[src/hw/rtl/stwl_pkg.sv]
// Shared types and constants of the stopwatch lap timer.
`default_nettype none

package stwl_pkg;

  localparam int LAP_W        = 24;
  localparam int IDX_W        = 5;
  localparam int COUNT_W      = 6;
  localparam int HOURS_W      = 8;
  localparam int MINUTES_W    = 6;
  localparam int SECONDS_W    = 6;
  localparam int TENTHS_W     = 4;
  localparam int MAX_LAPS_DEF = 32;

  localparam logic [LAP_W-1:0]     ELAPSED_LIMIT = 24'd9215999;
  localparam logic [LAP_W-1:0]     LAP_ONES      = '1;
  localparam logic [MINUTES_W-1:0] MINUTES_MAX   = 6'd59;
  localparam logic [SECONDS_W-1:0] SECONDS_MAX   = 6'd59;
  localparam logic [TENTHS_W-1:0]  TENTHS_MAX    = 4'd9;

  typedef enum logic [1:0] {
    OP_TICK   = 2'd0,
    OP_TOGGLE = 2'd1,
    OP_LAP    = 2'd2,
    OP_READ   = 2'd3
  } op_t;

  typedef struct packed {
    op_t              operation;
    logic [IDX_W-1:0] lap_index;
  } stwl_cmd_t;

  typedef struct packed {
    logic                 running;
    logic [HOURS_W-1:0]   elapsed_hours;
    logic [MINUTES_W-1:0] elapsed_minutes;
    logic [SECONDS_W-1:0] elapsed_seconds;
    logic [TENTHS_W-1:0]  elapsed_tenths;
    logic [COUNT_W-1:0]   lap_count;
    logic                 laps_full;
    logic [LAP_W-1:0]     lap_time;
    logic                 lap_is_longest;
    logic                 lap_is_shortest;
    logic [LAP_W-1:0]     longest_lap;
    logic [LAP_W-1:0]     shortest_lap;
  } stwl_res_t;

  typedef struct packed {
    logic [HOURS_W-1:0]   hours;
    logic [MINUTES_W-1:0] minutes;
    logic [SECONDS_W-1:0] seconds;
    logic [TENTHS_W-1:0]  tenths;
  } stwl_time_t;

  typedef struct packed {
    logic inc;
    logic clr;
  } stwl_time_ctl_t;

endpackage

`default_nettype wire

[src/hw/rtl/stopwatch_lap_timer_unit.sv]
// Top level of the stopwatch lap timer: event decode, lap store and result assembly.
`default_nettype none

// Stopwatch with lap recording, counting in tenths of a second. Each item on
// command is one event (tick, start/stop, lap-or-clear, read lap) and yields
// exactly one result item. An item is taken at a rising edge with start high
// and busy low; its result appears on result, with done high, in the very
// next cycle and for that cycle only: there is no way to hold it, so capture
// it then. busy is high during that result cycle, so a new item is taken
// only once the last one's result is out. That is set by the lap store, a
// synchronous memory with a registered read: in the accept cycle all state
// is updated and the lap read issued; in the following cycle the result
// is assembled from the updated state and the read data.
// Elapsed time is kept twice: as a binary count in tenths (for lap splits)
// and as hours/minutes/seconds/tenths digits (for the display fields), so no
// division is needed. The count saturates at 255:59:59.9. The lap store has
// no reset and no clearing pass: a read at or beyond the stored lap count
// returns zero, and every entry below that count has been written since the
// last clear. Clear (lap button while stopped) takes effect at once.
module stopwatch_lap_timer_unit
  import stwl_pkg::*;
#(
  parameter int MAX_LAPS = MAX_LAPS_DEF
) (
  input  wire logic      clk,
  input  wire logic      rst,
  input  wire logic      start,
  input  wire stwl_cmd_t command,
  output logic           busy,
  output logic           done,
  output stwl_res_t      result
);

  localparam int CntW  = $clog2(MAX_LAPS + 1);
  localparam int AddrW = (MAX_LAPS > 1) ? $clog2(MAX_LAPS) : 1;
  localparam int CmpW  = (CntW > IDX_W) ? CntW : IDX_W;

  // Architectural state
  logic [LAP_W-1:0] elapsed_count, elapsed_count_next;
  logic [LAP_W-1:0] lap_mark, lap_mark_next;
  logic             running_flag, running_flag_next;
  logic [CntW-1:0]  stored_laps, stored_laps_next;
  logic [LAP_W-1:0] longest_value, longest_value_next;
  logic [LAP_W-1:0] shortest_value, shortest_value_next;

  // Lap store and its registered read port
  logic [LAP_W-1:0] lap_mem [MAX_LAPS];
  logic [LAP_W-1:0] rd_data;
  logic             mem_we;

  // Per-item values carried from the accept cycle to the result cycle
  logic [LAP_W-1:0] split, split_next;
  logic             show, show_next;
  logic             read_op, read_op_next;
  logic             read_hit, read_hit_next;

  logic             accept;
  logic [LAP_W-1:0] lap_calc;
  logic [LAP_W-1:0] lap_time;
  stwl_time_ctl_t   time_ctl;
  stwl_time_t       digits;

  assign accept   = start && !busy;
  assign busy     = done;
  assign lap_calc = elapsed_count - lap_mark;

  // Decode the event and work out the next state.
  always_comb begin
    elapsed_count_next  = elapsed_count;
    lap_mark_next       = lap_mark;
    running_flag_next   = running_flag;
    stored_laps_next    = stored_laps;
    longest_value_next  = longest_value;
    shortest_value_next = shortest_value;
    time_ctl            = '0;
    mem_we              = 1'b0;
    split_next          = '0;
    show_next           = 1'b0;
    read_op_next        = 1'b0;
    read_hit_next       = CmpW'(command.lap_index) < CmpW'(stored_laps);
    if (accept) begin
      unique case (command.operation)
        OP_TICK: begin
          // Count only while running; hold at the limit.
          if (running_flag && (elapsed_count != ELAPSED_LIMIT)) begin
            elapsed_count_next = elapsed_count + LAP_W'(1);
            time_ctl.inc       = 1'b1;
          end
        end
        OP_TOGGLE: begin
          running_flag_next = !running_flag;
        end
        OP_LAP: begin
          if (running_flag) begin
            // Record a split unless the store is full; ties keep the old extreme.
            if (stored_laps < CntW'(MAX_LAPS)) begin
              split_next       = lap_calc;
              lap_mark_next    = elapsed_count;
              mem_we           = 1'b1;
              stored_laps_next = stored_laps + CntW'(1);
              show_next        = 1'b1;
              if (lap_calc > longest_value) begin
                longest_value_next = lap_calc;
              end
              if (lap_calc < shortest_value) begin
                shortest_value_next = lap_calc;
              end
            end
          end else begin
            // Stopped: clear everything back to the reset picture.
            elapsed_count_next  = '0;
            lap_mark_next       = '0;
            stored_laps_next    = '0;
            longest_value_next  = '0;
            shortest_value_next = LAP_ONES;
            time_ctl.clr        = 1'b1;
          end
        end
        OP_READ: begin
          show_next    = 1'b1;
          read_op_next = 1'b1;
        end
        default: begin
        end
      endcase
    end
  end

  always_ff @(posedge clk) begin
    if (rst) begin
      elapsed_count  <= '0;
      lap_mark       <= '0;
      running_flag   <= 1'b0;
      stored_laps    <= '0;
      longest_value  <= '0;
      shortest_value <= LAP_ONES;
      done           <= 1'b0;
    end else begin
      elapsed_count  <= elapsed_count_next;
      lap_mark       <= lap_mark_next;
      running_flag   <= running_flag_next;
      stored_laps    <= stored_laps_next;
      longest_value  <= longest_value_next;
      shortest_value <= shortest_value_next;
      done           <= accept;
    end
  end

  // Per-item payload: load on accept only.
  always_ff @(posedge clk) begin
    if (accept) begin
      split    <= split_next;
      show     <= show_next;
      read_op  <= read_op_next;
      read_hit <= read_hit_next;
    end
  end

  // Lap store: write the new split at the fill position, read at the requested index.
  always_ff @(posedge clk) begin
    if (mem_we) begin
      lap_mem[AddrW'(stored_laps)] <= lap_calc;
    end
    rd_data <= lap_mem[AddrW'(command.lap_index)];
  end

  stwl_time_count u_time (
    .clk    (clk),
    .rst    (rst),
    .ctl    (time_ctl),
    .digits (digits)
  );

  // Assemble the result from the updated state; drop unstored reads to zero.
  assign lap_time = read_op ? (read_hit ? rd_data : '0) : split;

  always_comb begin
    result.running         = running_flag;
    result.elapsed_hours   = digits.hours;
    result.elapsed_minutes = digits.minutes;
    result.elapsed_seconds = digits.seconds;
    result.elapsed_tenths  = digits.tenths;
    result.lap_count       = COUNT_W'(stored_laps);
    result.laps_full       = stored_laps >= CntW'(MAX_LAPS);
    result.lap_time        = lap_time;
    result.lap_is_longest  = show && (stored_laps > CntW'(1)) && (lap_time == longest_value);
    result.lap_is_shortest = show && (stored_laps > CntW'(1)) && (lap_time == shortest_value);
    result.longest_lap     = longest_value;
    result.shortest_lap    = shortest_value;
  end

endmodule

`default_nettype wire

[src/hw/rtl/stwl_time_count.sv]
// Mixed-radix hours/minutes/seconds/tenths counter kept alongside the binary count.
`default_nettype none

module stwl_time_count
  import stwl_pkg::*;
(
  input  wire logic           clk,
  input  wire logic           rst,
  input  wire stwl_time_ctl_t ctl,
  output stwl_time_t          digits
);

  stwl_time_t cnt;
  stwl_time_t cnt_next;

  // Ripple the carry through tenths, seconds, minutes, hours.
  // Saturation is guarded by the caller, so hours never wrap.
  always_comb begin
    cnt_next = cnt;
    if (ctl.clr) begin
      cnt_next = '0;
    end else if (ctl.inc) begin
      if (cnt.tenths == TENTHS_MAX) begin
        cnt_next.tenths = '0;
        if (cnt.seconds == SECONDS_MAX) begin
          cnt_next.seconds = '0;
          if (cnt.minutes == MINUTES_MAX) begin
            cnt_next.minutes = '0;
            cnt_next.hours   = cnt.hours + HOURS_W'(1);
          end else begin
            cnt_next.minutes = cnt.minutes + MINUTES_W'(1);
          end
        end else begin
          cnt_next.seconds = cnt.seconds + SECONDS_W'(1);
        end
      end else begin
        cnt_next.tenths = cnt.tenths + TENTHS_W'(1);
      end
    end
  end

  always_ff @(posedge clk) begin
    if (rst) begin
      cnt <= '0;
    end else begin
      cnt <= cnt_next;
    end
  end

  assign digits = cnt;

endmodule

`default_nettype wire

[config.mk]
export PLATFORM = sky130hd
export DESIGN_NAME = stopwatch_lap_timer_unit
export DESIGN_NICKNAME = d
export VERILOG_FILES = /design/src/hw/rtl/stwl_pkg.sv /design/src/hw/rtl/stopwatch_lap_timer_unit.sv /design/src/hw/rtl/stwl_time_count.sv
export SDC_FILE = /design/constraint.sdc
export NUM_CORES = 1
export LEC_CHECK = 0
export BUFFER_PORTS_ARGS = -buffer_cell sky130_fd_sc_hd__clkbuf_2
export CORE_AREA = 4 4 366 368
export CTS_CLUSTER_SIZE = 16
export DETAILED_ROUTE_END_ITERATION = 7
export DIE_AREA = 0 0 370 372
export PLACE_DENSITY = 0.51
export SKIP_LAST_GASP = 1
export SLEW_MARGIN = 15
export SYNTH_ARGS = -nofsm -noshare
export SYNTH_HDL_FRONTEND = slang
export SYNTH_SLANG_ARGS = --single-unit
[constraint.sdc]
create_clock -name clk -period 5.1 [get_ports clk]
set_input_delay 1.02 -clock clk [delete_from_list [all_inputs] [get_ports clk]]
set_output_delay 1.02 -clock clk [all_outputs]
set_load 0.02 [all_outputs]
==> flow_metrics.tcl <==
set metrics [dict create \
    synth_nets 2368 \
    io_pins 118 \
    switchingPower_mw 3.42 \
    grtUsageMet1_pct 22.0 \
    clk_latency_ns 0.68 \
    postLayoutCellArea_um2 45900 \
    core-area_um2 131000 \
    timing.final.ws_setup_ns 0.265 \
    setup_violations 0 \
    pwr-share-clk_pct 44.3 \
    synthArstFlopShare_pct 0 \
    synth.distinct_cells 65 \
    area_delta_synth_final_pct 17.6 \
    routed-via-count 21550 \
    utilization_pct 35.1 \
    clock_skew_ns 0.0316 \
    fmaxAchievable_mhz 207 \
    slowest_stage "nor4_1" \
    power.density_nw_per_um2 351 \
    finalWeightedCongestion 0.883 \
    synth_area_um2 39000 \
    synth_enable_flop_cells 795 \
    power_frac_seq_pct 51.7 \
    cts_root_buf "clkbuf_16" \
    postSynthCellCount 2275 \
    ys.flop_type "edfxtp_1" \
    grt_pass1_vias 22026 \
    place.port_buffers 117 \
    outcome "complete, no violations" \
    cts_tree "built" \
    cp_num_buf_inv 2 \
    hold_path_class "reg2reg" \
    period_share_pct 94.8 \
    antenna_found_initial 5 \
    firstDrtPassIters 5 \
    finalNonFillerCells 4329 \
    p_total_mw 16.1 \
    cts_num_sinks 947 \
    yosys_warnings 0 \
    die_y_um 372 \
    cts.path.max_buffers 3 \
    cp-start-kind "register" \
    grt_use_total_pct 15.4 \
    drtAntennaViolNets 0 \
    wl_um 107000 \
    cp_max_fo 17 \
    post-place-ws_ns 0.311 \
    cts_made_buffers 100 \
    fin_nets 2580 \
    grt_pass1_wl_um 155000 \
    slowest_delay_ns 0.57 \
    post_drt_wl_per_cell_um 24.7 \
    synth-seq-cells 947 \
    grt-busiest-layer "met2" \
    clk_pin_slew_worst_paths_ns 0.06 \
    crit_required_ns 4.08 \
    htreeDepth 3 \
    critPathCaptureType "output port" \
    p_comb_share_pct 4.0 \
    ir_worst_vdd_uv 288 \
    setup.worst_path.class "reg2out" \
    worst_pin_slew_ns 1.13 \
    grt_max_degree 84 \
    overflow 0 \
    dieWidth_um 370 \
    whs_ns 0.495 \
    period_needed_ns 4.83 \
    via_per_inst 4.98 \
    slew_headroom_pct 24.8 \
    syn_area_per_cell_um2 17.2 \
    slew_violations 0 \
    route.detailed.drc 0 \
    place_area_um2 42700 \
    p_leak_nw 15.8 \
    internal-power_mw 12.7 \
    drive_gt1_share_pct 26.5 \
    use_met3_pct 2.88 \
    dp_hpwl_um 68500 \
    tns_ns 0 \
    dieArea_um2 138000 \
    row_count 133 \
    use_met2_pct 23.6 \
    first_iter_violations 2045 \
    hold_violations 0 \
    arrival_ns 3.81 \
    post-place-cells 4140 \
    crit_chain "and2_1 > buf_4 > a21oi_1 > xnor2_1 > nand4_1 > nor3_1 > nand3_1 > nor4_1 > clkbuf_2" \
    start_util_pct 29.9 \
    cp_top_family "simple AND/OR/NAND/NOR gates" \
    yosysSeqAreaShare_pct 68.9 \
    maxCapViolations 0 \
    rsz0062_at_grt "false" \
    swShare_pct 21.2 \
]
## flip-flops by register name, summed over array words and instances (netlist names), 6 cells and up
name,flops
elapsed_count,24
u_time.digits,24
stored_laps,6
longest_value,24
rd_data,24
shortest_value,24
lap_mark,24
lap_mem,768
split,24
## logic make-up after synthesis
| group | Yosys count | share of synthesized area, % |
|---|---|---|
| flip-flops | 947 | 68.9 |
| AND/OR/NAND/NOR | 437 | 5.61 |
| multiplexers | 266 | 14.6 |
| AO/OA/AOI/OAI | 218 | 3.60 |
| buffers and inverters | 214 | 2.12 |
| XOR/XNOR | 110 | 2.47 |
| adder cells (fa/ha/maj) | 83 | 2.68 |
## repair_timing
| item | 4_1_cts | 5_1_grt |
|---|---|---|
| setup endpoints to repair | 0 | 25 |
| buffers inserted | 0 | 0 |
| resized for setup | 0 | 3 |
| hold buffers | 0 | 0 |
## metal layers
layer	share of wire, %	wire (um)	up-vias
li1	-	-	9330
met1	45	48300	11363
met2	45	48400	707
met3	6.3	6730	150
met4	3.4	3690	0
met5	0	0	-
## final timing paths
| path | from | endpoint | slack [ns] | cells after the start |
|---|---|---|---|---|
| max | read_op | result[48] | 0.27 | 9 |
| min | lap_mark[22] | lap_mark[22] | 0.50 | 2 |
| max reg2reg | elapsed_count[3] | shortest_value[0] | 0.37 | 18 |
| min reg2reg | lap_mark[22] | lap_mark[22] | 0.50 | 2 |
## power by group through the flow
stage               logic, mW  clock network (mW)  registers [mW]
detailed placement      0.648                   0            8.49
CTS                     0.651                7.31            8.33
global route            0.685                7.64            8.32
global placement        0.650                   0            8.49
finish                  0.640                7.14            8.33
floorplan               0.415                   0            8.48
## synth_stat cells (all sizes together), types with 30 or more instances
library cell,n,area (um2)
edfxtp,795,23900
mux4,240,5410
nor2,175,657
dfxtp,152,3040
inv,118,443
ha,82,1030
xnor2,80,701
a21oi,78,390
clkbuf,69,259
nand2,58,218
a22oi,45,338
nor2b,36,225
xor2,30,263
## worst reg2reg max path, delay by kind of cell, from the launching register on
kind                       cells  cell delay [ns]
adders and majority gates      2             0.69
DFF                            1             0.47
buffers and inverters          2             0.41
and+or+nand+nor                4             1.04
xor gates and xnor gates       1             0.27
AOI/OAI and AO/OA              9             1.75
## area by class of cell
| cell class | instances | area (um2) |
|---|---|---|
| clock inverters | 54 | 507 |
| repair buffers | 205 | 1440 |
| inverters | 119 | 447 |
| flip-flops and latches | 947 | 26900 |
| diodes | 1 | 2.50 |
| well taps | 1755 | 2200 |
| clock buffers | 134 | 2730 |
| fillers | 12440 | 84900 |
| multi-input cells | 1114 | 11700 |
## placed cells by master (no fill, tap or decap), types with 21 or more instances in the layout
cell and count:
nor2_4 32, edfxtp_1 795, nand4_1 28, nor2b_1 36, nand2b_1 26, buf_4 75, clkinv_1 21, clkbuf_1 24
mux2_2 24, xnor2_1 67, mux4_2 240, xor2_1 27, nand3_1 28, nand2_1 58, inv_1 117, ha_1 82
clkbuf_2 113, clkbuf_16 100, a22oi_1 45, dfxtp_1 152, o21ai_0 21, nor2_1 143, a21oi_1 77
(Power assumes the default switching activity.)
